==> src/hw/rtl/bpst_pkg.sv <==
`timescale 1ns / 1ps

package bpst_pkg;

   // phase codes
   localparam logic [2:0] PH_IDLE   = 3'd0;
   localparam logic [2:0] PH_READY  = 3'd1;
   localparam logic [2:0] PH_INHALE = 3'd2;
   localparam logic [2:0] PH_HOLD   = 3'd3;
   localparam logic [2:0] PH_EXHALE = 3'd4;

   // register indexes
   localparam logic [2:0] CSR_CYCLE0  = 3'd0;
   localparam logic [2:0] CSR_CYCLE1  = 3'd1;
   localparam logic [2:0] CSR_CYCLE2  = 3'd2;
   localparam logic [2:0] CSR_CYCLE3  = 3'd3;
   localparam logic [2:0] CSR_READY   = 3'd4;
   localparam logic [2:0] CSR_CAPTION = 3'd5;

   // operation codes
   localparam logic OP_TICK = 1'b0;
   localparam logic OP_TAP  = 1'b1;

   localparam logic [23:0] CYCLE0_RESET  = 24'h040302;
   localparam logic [23:0] CYCLE1_RESET  = 24'h060503;
   localparam logic [23:0] CYCLE2_RESET  = 24'h080704;
   localparam logic [23:0] CYCLE3_RESET  = 24'h080704;
   localparam logic [7:0]  READY_RESET   = 8'd3;
   localparam logic [15:0] CAPTION_RESET = 16'd2000;
   localparam logic [17:0] MAX_PHASE_MS  = 18'd255000;

   typedef struct packed {
      logic        operation;
      logic [15:0] tick_ms;
   } req_type;

   typedef struct packed {
      logic [2:0]  phase_code;
      logic        is_running;
      logic        in_session;
      logic [1:0]  current_cycle;
      logic [17:0] phase_left_ms;
      logic [17:0] phase_length_ms;
      logic [15:0] caption_left_ms;
   } rsp_type;

   typedef struct packed {
      logic load;   // latch the accepted beat, apply tap or caption update
      logic step;   // one phase advance, or the final subtraction
      logic emit;   // capture status into the response register
   } bpst_cmd_type;

   typedef struct packed {
      logic more;   // the tick still covers the whole current phase
   } bpst_status_type;

   function automatic logic [17:0] sec_to_ms(input logic [7:0] sec);
      return 18'(sec) * 18'd1000;
   endfunction

endpackage

==> src/hw/rtl/bpst_ctrl.sv <==
`timescale 1ns / 1ps

module bpst_ctrl
   import bpst_pkg::*;
(
   input  logic            clock,
   input  logic            reset,
   input  logic            req_valid,
   output logic            req_ready,
   output logic            rsp_valid,
   input  logic            rsp_ready,
   input  bpst_status_type status,
   output bpst_cmd_type    cmd
);

   typedef enum logic [1:0] {
      S_IDLE,
      S_WALK,
      S_DONE
   } state_type;

   state_type state_ff, state_in;
   logic      rsp_valid_ff, rsp_valid_in;
   logic      slot_free;

   assign slot_free = !rsp_valid_ff || rsp_ready;

   always_comb begin
      state_in     = state_ff;
      rsp_valid_in = rsp_valid_ff && !rsp_ready;
      cmd          = '0;
      unique case (state_ff)
         S_IDLE: begin
            if (req_valid) begin
               cmd.load = 1'b1;
               state_in = S_WALK;
            end
         end
         S_WALK: begin
            cmd.step = 1'b1;
            if (!status.more) begin
               state_in = S_DONE;
            end
         end
         S_DONE: begin
            if (slot_free) begin
               cmd.emit     = 1'b1;
               rsp_valid_in = 1'b1;
               state_in     = S_IDLE;
            end
         end
         default: begin
            state_in = S_IDLE;
         end
      endcase
   end

   always_ff @(posedge clock) begin
      if (reset) begin
         state_ff     <= S_IDLE;
         rsp_valid_ff <= 1'b0;
      end else begin
         state_ff     <= state_in;
         rsp_valid_ff <= rsp_valid_in;
      end
   end

   assign req_ready = (state_ff == S_IDLE);
   assign rsp_valid = rsp_valid_ff;

`ifndef SYNTHESIS
   a_load_walks: assert property (@(posedge clock) disable iff (reset)
      (req_valid && req_ready) |=> (state_ff == S_WALK))
      else $error("accepted beat did not start a walk");

   a_done_emits: assert property (@(posedge clock) disable iff (reset)
      (state_ff == S_DONE && slot_free) |=> (rsp_valid_ff && state_ff == S_IDLE))
      else $error("finished item not presented");

   a_no_overwrite: assert property (@(posedge clock) disable iff (reset)
      (rsp_valid_ff && !rsp_ready) |=> rsp_valid_ff)
      else $error("pending response dropped");
`endif

endmodule

==> src/hw/rtl/bpst_datapath.sv <==
`timescale 1ns / 1ps

module bpst_datapath
   import bpst_pkg::*;
#(
   parameter int NUM_CYCLES = 4
) (
   input  logic            clock,
   input  logic            reset,
   input  req_type         req_data,
   input  logic            csr_write,
   input  logic [2:0]      csr_index,
   input  logic [23:0]     csr_data,
   input  bpst_cmd_type    cmd,
   output bpst_status_type status,
   output rsp_type         rsp_data
);

   logic [23:0] cycle_cfg_ff [4];
   logic [23:0] cycle_cfg_in [4];
   logic [7:0]  ready_cfg_ff, ready_cfg_in;
   logic [15:0] caption_cfg_ff, caption_cfg_in;

   logic [2:0]  phase_ff, phase_in;
   logic [1:0]  cyc_ff, cyc_in;
   logic [17:0] remaining_ff, remaining_in;
   logic        running_ff, running_in;
   logic [15:0] caption_ff, caption_in;
   logic        tick_ff, tick_in;
   logic [15:0] dt_ff, dt_in;
   rsp_type     rsp_data_ff;

   logic [2:0]  cyc_plus;
   logic        last_cycle;
   logic [1:0]  adv_cyc;
   logic [1:0]  adv_part;
   logic [17:0] adv_ms;
   logic [17:0] full_ms;
   logic        covers;

   function automatic logic [7:0] part_sec(input logic [23:0] word, input logic [1:0] part);
      logic [7:0] sec;
      unique case (part)
         2'd0:    sec = word[7:0];
         2'd1:    sec = word[15:8];
         default: sec = word[23:16];
      endcase
      return sec;
   endfunction

   assign cyc_plus   = {1'b0, cyc_ff} + 3'd1;
   assign last_cycle = (cyc_plus >= 3'(NUM_CYCLES));
   assign covers     = ({2'b00, dt_ff} >= remaining_ff);
   assign status.more = tick_ff && running_ff && covers;

   // which part of which cycle the next phase takes its length from
   always_comb begin
      adv_cyc  = cyc_ff;
      adv_part = 2'd0;
      unique case (phase_ff)
         PH_INHALE: adv_part = 2'd1;
         PH_HOLD:   adv_part = 2'd2;
         PH_EXHALE: adv_cyc  = cyc_plus[1:0];
         default:   adv_part = 2'd0;
      endcase
   end

   assign adv_ms = sec_to_ms(part_sec(cycle_cfg_ff[adv_cyc], adv_part));

   always_comb begin
      unique case (phase_ff)
         PH_READY:  full_ms = sec_to_ms(ready_cfg_ff);
         PH_INHALE: full_ms = sec_to_ms(part_sec(cycle_cfg_ff[cyc_ff], 2'd0));
         PH_HOLD:   full_ms = sec_to_ms(part_sec(cycle_cfg_ff[cyc_ff], 2'd1));
         PH_EXHALE: full_ms = sec_to_ms(part_sec(cycle_cfg_ff[cyc_ff], 2'd2));
         default:   full_ms = '0;
      endcase
   end

   always_comb begin
      cycle_cfg_in   = cycle_cfg_ff;
      ready_cfg_in   = ready_cfg_ff;
      caption_cfg_in = caption_cfg_ff;
      phase_in       = phase_ff;
      cyc_in         = cyc_ff;
      remaining_in   = remaining_ff;
      running_in     = running_ff;
      caption_in     = caption_ff;
      tick_in        = tick_ff;
      dt_in          = dt_ff;

      if (csr_write) begin
         unique case (csr_index)
            CSR_CYCLE0:  cycle_cfg_in[0] = csr_data;
            CSR_CYCLE1:  cycle_cfg_in[1] = csr_data;
            CSR_CYCLE2:  cycle_cfg_in[2] = csr_data;
            CSR_CYCLE3:  cycle_cfg_in[3] = csr_data;
            CSR_READY:   ready_cfg_in    = csr_data[7:0];
            CSR_CAPTION: caption_cfg_in  = csr_data[15:0];
            default:     ;
         endcase
      end

      if (cmd.load) begin
         tick_in = (req_data.operation == OP_TICK);
         dt_in   = req_data.tick_ms;
         if (req_data.operation == OP_TAP) begin
            if (phase_ff == PH_IDLE) begin
               cyc_in       = 2'd0;
               phase_in     = PH_READY;
               remaining_in = sec_to_ms(ready_cfg_ff);
               running_in   = 1'b1;
            end else begin
               running_in = !running_ff;
            end
         end else begin
            // caption saturates at zero, runs in every state
            caption_in = (req_data.tick_ms < caption_ff) ?
                         caption_ff - req_data.tick_ms : 16'd0;
         end
      end

      if (cmd.step && tick_ff && running_ff) begin
         if (covers) begin
            dt_in = dt_ff - remaining_ff[15:0];
            unique case (phase_ff)
               PH_READY: begin
                  phase_in     = PH_INHALE;
                  remaining_in = adv_ms;
               end
               PH_INHALE: begin
                  phase_in     = PH_HOLD;
                  remaining_in = adv_ms;
               end
               PH_HOLD: begin
                  phase_in     = PH_EXHALE;
                  remaining_in = adv_ms;
               end
               PH_EXHALE: begin
                  if (last_cycle) begin
                     // session over; remaining is left as it was
                     phase_in   = PH_IDLE;
                     cyc_in     = 2'd0;
                     running_in = 1'b0;
                     caption_in = caption_cfg_ff;
                  end else begin
                     phase_in     = PH_INHALE;
                     cyc_in       = adv_cyc;
                     remaining_in = adv_ms;
                  end
               end
               default: begin
                  running_in = 1'b0;
               end
            endcase
         end else begin
            remaining_in = remaining_ff - {2'b00, dt_ff};
         end
      end
   end

   always_ff @(posedge clock) begin
      if (reset) begin
         cycle_cfg_ff[0] <= CYCLE0_RESET;
         cycle_cfg_ff[1] <= CYCLE1_RESET;
         cycle_cfg_ff[2] <= CYCLE2_RESET;
         cycle_cfg_ff[3] <= CYCLE3_RESET;
         ready_cfg_ff    <= READY_RESET;
         caption_cfg_ff  <= CAPTION_RESET;
         phase_ff        <= PH_IDLE;
         cyc_ff          <= 2'd0;
         remaining_ff    <= '0;
         running_ff      <= 1'b0;
         caption_ff      <= '0;
         tick_ff         <= 1'b0;
      end else begin
         cycle_cfg_ff    <= cycle_cfg_in;
         ready_cfg_ff    <= ready_cfg_in;
         caption_cfg_ff  <= caption_cfg_in;
         phase_ff        <= phase_in;
         cyc_ff          <= cyc_in;
         remaining_ff    <= remaining_in;
         running_ff      <= running_in;
         caption_ff      <= caption_in;
         tick_ff         <= tick_in;
      end
   end

   always_ff @(posedge clock) begin
      dt_ff <= dt_in;
      if (cmd.emit) begin
         rsp_data_ff.phase_code      <= phase_ff;
         rsp_data_ff.is_running      <= running_ff;
         rsp_data_ff.in_session      <= (phase_ff != PH_IDLE);
         rsp_data_ff.current_cycle   <= cyc_ff;
         rsp_data_ff.phase_left_ms   <= remaining_ff;
         rsp_data_ff.phase_length_ms <= full_ms;
         rsp_data_ff.caption_left_ms <= caption_ff;
      end
   end

   assign rsp_data = rsp_data_ff;

`ifndef SYNTHESIS
   a_run_has_phase: assert property (@(posedge clock) disable iff (reset)
      running_ff |-> (phase_ff != PH_IDLE))
      else $error("running without a phase");

   a_cycle_bound: assert property (@(posedge clock) disable iff (reset)
      ({1'b0, cyc_ff} < 3'(NUM_CYCLES)))
      else $error("cycle index beyond session length");

   a_remaining_bound: assert property (@(posedge clock) disable iff (reset)
      (remaining_ff <= MAX_PHASE_MS))
      else $error("remaining time exceeds longest phase");
`endif

endmodule

==> src/hw/rtl/breathing_phase_sequencer_timer.sv <==
`timescale 1ns / 1ps

// Breathing phase sequencer timer.
// req channel: one beat is either a tick carrying elapsed milliseconds or a
// tap (start when idle, otherwise pause/resume). Each beat gives exactly one
// rsp beat with the status after the update.
// csr channel: index/data writes to the duration registers; always ready.
// Write it only while no item is in flight.
// Flow: accept, one walk step per phase boundary the tick crosses plus
// a closing step (the final subtraction for a running tick), then a load
// of the response register. A tap crosses no boundary; a tick crosses at
// most 13 with four breathing cycles. The walk is one phase advance per clock
// through the shared length lookup and x1000 scaler.
// A new req beat is taken once the previous item has reached the response
// register, even while that response is still waiting to be taken.
// If a response is still pending and rsp_ready stays low, the finished status
// waits in the done state and req_ready stays low until the response register frees up.
// Synchronous reset: idle phase, caption countdown zero, registers back to
// their default durations, no response pending.
module breathing_phase_sequencer_timer
   import bpst_pkg::*;
#(
   parameter int NUM_CYCLES = 4
) (
   input  logic        clock,
   input  logic        reset,
   input  logic        req_valid,
   output logic        req_ready,
   input  req_type     req_data,
   output logic        rsp_valid,
   input  logic        rsp_ready,
   output rsp_type     rsp_data,
   input  logic        csr_valid,
   output logic        csr_ready,
   input  logic [2:0]  csr_index,
   input  logic [23:0] csr_data
);

   bpst_cmd_type    cmd;
   bpst_status_type status;

   assign csr_ready = 1'b1;

   bpst_ctrl u_ctrl (
      .clock     (clock),
      .reset     (reset),
      .req_valid (req_valid),
      .req_ready (req_ready),
      .rsp_valid (rsp_valid),
      .rsp_ready (rsp_ready),
      .status    (status),
      .cmd       (cmd)
   );

   bpst_datapath #(
      .NUM_CYCLES (NUM_CYCLES)
   ) u_datapath (
      .clock     (clock),
      .reset     (reset),
      .req_data  (req_data),
      .csr_write (csr_valid && csr_ready),
      .csr_index (csr_index),
      .csr_data  (csr_data),
      .cmd       (cmd),
      .status    (status),
      .rsp_data  (rsp_data)
   );

endmodule

==> config.mk <==
export PLATFORM = sky130hd
export DESIGN_NAME = breathing_phase_sequencer_timer
export DESIGN_NICKNAME = d
export VERILOG_FILES = /design/src/hw/rtl/bpst_pkg.sv /design/src/hw/rtl/bpst_ctrl.sv /design/src/hw/rtl/bpst_datapath.sv /design/src/hw/rtl/breathing_phase_sequencer_timer.sv
export SDC_FILE = /design/constraint.sdc
export NUM_CORES = 1
export LEC_CHECK = 0
export ABC_CLOCK_PERIOD_IN_PS = 18460
export BUFFER_PORTS_ARGS = -buffer_cell sky130_fd_sc_hd__buf_2
export CORE_ASPECT_RATIO = 1.4
export CORE_MARGIN = 5
export CORE_UTILIZATION = 50
export DETAILED_ROUTE_END_ITERATION = 8
export PLACE_DENSITY = 0.67
export RECOVER_POWER = 50
export SYNTH_ARGS = -nofsm -noshare
export SYNTH_HDL_FRONTEND = slang
export SYNTH_SLANG_ARGS = --single-unit
==> constraint.sdc <==
create_clock -name clock -period 18.46 [get_ports clock]
set_input_delay 2.769 -clock clock [delete_from_list [all_inputs] [get_ports clock]]
set_output_delay 2.769 -clock clock [all_outputs]
set_load 0.02 [all_outputs]
==> flow_summary.toml <==
[die]
initial_utilization_pct = 50.4
die_w_microns = 176
io_pins = 111
dieArea_sq_um = 42800
core_sq_um = 38400
die_h_microns = 243
num_rows = 85

[logic_synthesis]
synth_async_sr_flop_share_pct = 0
yosys.area.top_type = "dfxtp_1"
syn_inst = 2144
ys_seq_elements = 236
synth.distinct_cells = 76
netlist.area_leader.share_pct = 18.6
synth_area_leaders = "dfxtp_1 19%, ha_1 15%, fa_1 12%"
synth-edff-count = 56
syn_area_sq_um = 19400
yosysSeqAreaShare_pct = 27.3
ys.flop_type = "dfxtp_1"
syn_avg_cell_area_sq_um = 9.03
yosysWarningCount = 0

[layout]
final_cell_area_sq_um = 21100
drive_above_1_share_pct = 8.73
syn2layout_area_growth_pct = 8.80
final_cell_mix = "315 x nand2_1, 243 x inv_1, 230 x ha_1, 181 x a21oi_1, 180 x dfxtp_1"
final_common_cell = "nand2_1"
final_nets = 2581

[critical_path]
crit_required_ns = 18.91
startpoint_type = "register"
cp-end-kind = "register"
worstPathArrival_ns = 8.09
criticalPathCategory = "register to register"
worstPathMaxFanout = 30

[timing]
final-hold-violation-count = 0
worst_pin_slew_ns = 4.26
slew_headroom_pct = -184
finalSetupTns_ns = 0
finalSetupViolCount = 0
fin_ws_ns = 10.82
clock_skew_ns = 0.0256
post-route-period-util_pct = 41.4
grt_setup_unrepaired = "false"
fmax_ghz = 0.131
final-max-slew-violation-count = 261
min_period_ns = 7.64

[place]
post_dp_cell_area_sq_um = 20200
io_buffers = 106
preCtsSetupSlack_ns = 11.29
place_hpwl_mm = 41.8
gp_congestion = 0.931

[clocking]
cts_sinks = 236
clkTransAtPathRegs_ns = 0.07
clock_latency_ns = 0.58
cts_max_path_buffers = 3
cts_tree = "yes"
cts-htree-levels = 1
holdBufCountCts = 0
cts.root.buffer_cell = "clkbuf_16"
cts_made_buffers = 26
post-cts-setup-buffers = 0
cts_resized = 0

[global_routing]
grt_usage_pct = 25.1
first_global_vias = 15709
grt_max_degree = 96
grt_antenna_before_repair = 5
grt_first_pass_wirelength_mm = 85.8
overflow = 0

[power_and_ir_drop]
max-vdd-ir-drop_mv = 0.0618
p_total_mw = 1.48
p_per_area_nw_per_um2 = 70.3
power.leakage_nw = 9.39

[drt]
dr.pass1.iters = 5
detail_route.wl_per_cell_microns = 19.8
vias = 15837
drt_iter0_drc = 1101
drtAntennaViolNets = 0
drc = 0
via_per_inst = 5.79
routed_wl_mm = 54.2

[run_status]
status = "complete, but fails checks"
violations = "capacitance limit, slew limit"

[worst_hold_path]
worstHoldPathType = "register to register"

[run]
cap_violations = 6
[cell type report]
cell class	count	area, sq um
diodes	4	10.0
clock buffers	32	756
clock inverters	16	133
fillers	3516	17300
inverters	250	938
multi-input cells	1556	12700
flip-flops and latches	236	5290
well taps	522	653
repair buffers	120	568
[kinds of logic after synthesis]
group	after synthesis	synth area share [%]
AO/OA/AOI/OAI	452	14.8
AND/OR/NAND/NOR	598	13.5
XOR/XNOR	92	4.20
multiplexers	68	6.56
buffers and inverters	354	7.12
flip-flops	236	27.3
other	2	0.0388
adder cells (fa/ha/maj)	342	26.5
[cells in the mapped netlist, drive strengths merged, types with 8 or more instances]
cell type  instances
or3               10
o31ai             10
and3              16
nor4               8
nand2b            14
a21o              25
a31oi             10
mux2i             20
buf               30
a22oi             30
nor2             109
edfxtp            56
o21a              12
dfxtp            180
o21ai             65
nor2b             16
nor3              32
mux4              47
fa               112
a21oi            183
nand3             49
xnor2             64
nand2            315
a211oi            42
ha               230
inv              249
a221oi             9
xor2              28
clkbuf            74
[worst max-delay path: stages, from the launching register on]
cell,delay [ns]
dfxtp_1,0.30
clkbuf_1,1.36
ha_1,0.51
a21oi_2,0.14
buf_4,0.32
mux4_2,0.26
mux2i_1,0.07
o21ai_1,0.62
inv_2,0.08
fa_1,0.53
xnor2_1,0.16
ha_1,0.28
inv_1,0.05
fa_1,0.49
inv_1,0.05
fa_1,0.45
ha_1,0.33
o21ai_0,0.09
nor2_1,0.09
o41ai_1,0.41
o21ai_0,0.20
o21ai_0,0.23
xnor2_1,0.14
a21oi_1,0.08
a2111oi_1,0.28
[power breakdown]
| group | internal, mW | switching [mW] |
|---|---|---|
| clock network | 0.296 | 0.235 |
| registers | 0.547 | 0.0175 |
| logic | 0.147 | 0.236 |
| total | 0.991 | 0.489 |
[state kept, by name, indices dropped and copies added, names as in the netlist, 3 cells and up]
| signal | count |
|---|---|
| u_datapath.dt_ff | 16 |
| u_datapath.rsp_data | 56 |
| u_datapath.remaining_ff | 18 |
| u_datapath.caption_cfg_ff | 16 |
| u_datapath.ready_cfg_ff | 8 |
| u_datapath.caption_ff | 16 |
| u_datapath.phase_ff | 3 |
| u_datapath.cycle_cfg_ff | 96 |
[stage by stage]
step,hold WS [ns],util [%],cells
6_report,0.457,54.9,2736
5_1_grt,0.484,54.9,2736
4_1_cts,0.458,55.0,2732
3_5_place_dp,0.449,52.7,2684
3_3_place_gp,0.443,52.7,2684
2_1_floorplan,0.403,-,2146
[worst paths after layout]
kind                                      start                             to  slack, ns  depth (start not counted)
setup / recovery           u_datapath.cyc_ff[1]    u_datapath.remaining_ff[17]      10.82                         24
setup reg to reg           u_datapath.cyc_ff[1]    u_datapath.remaining_ff[17]      10.82                         24
hold / removal    u_datapath.caption_cfg_ff[15]  u_datapath.caption_cfg_ff[15]       0.46                          2
hold reg to reg   u_datapath.caption_cfg_ff[15]  u_datapath.caption_cfg_ff[15]       0.46                          2
[per-layer routing]
layer / share of wire (%) / up-vias / GRT usage [%]
met1: 40 / 7691 / 30.9
met5: 0.013 / - / 0
met4: 5.6 / 2 / 13.2
met3: 5.6 / 129 / 2.72
met2: 49 / 540 / 43.1
li1: - / 7475 / -
Note: power is estimated with default switching activity, not from simulation.
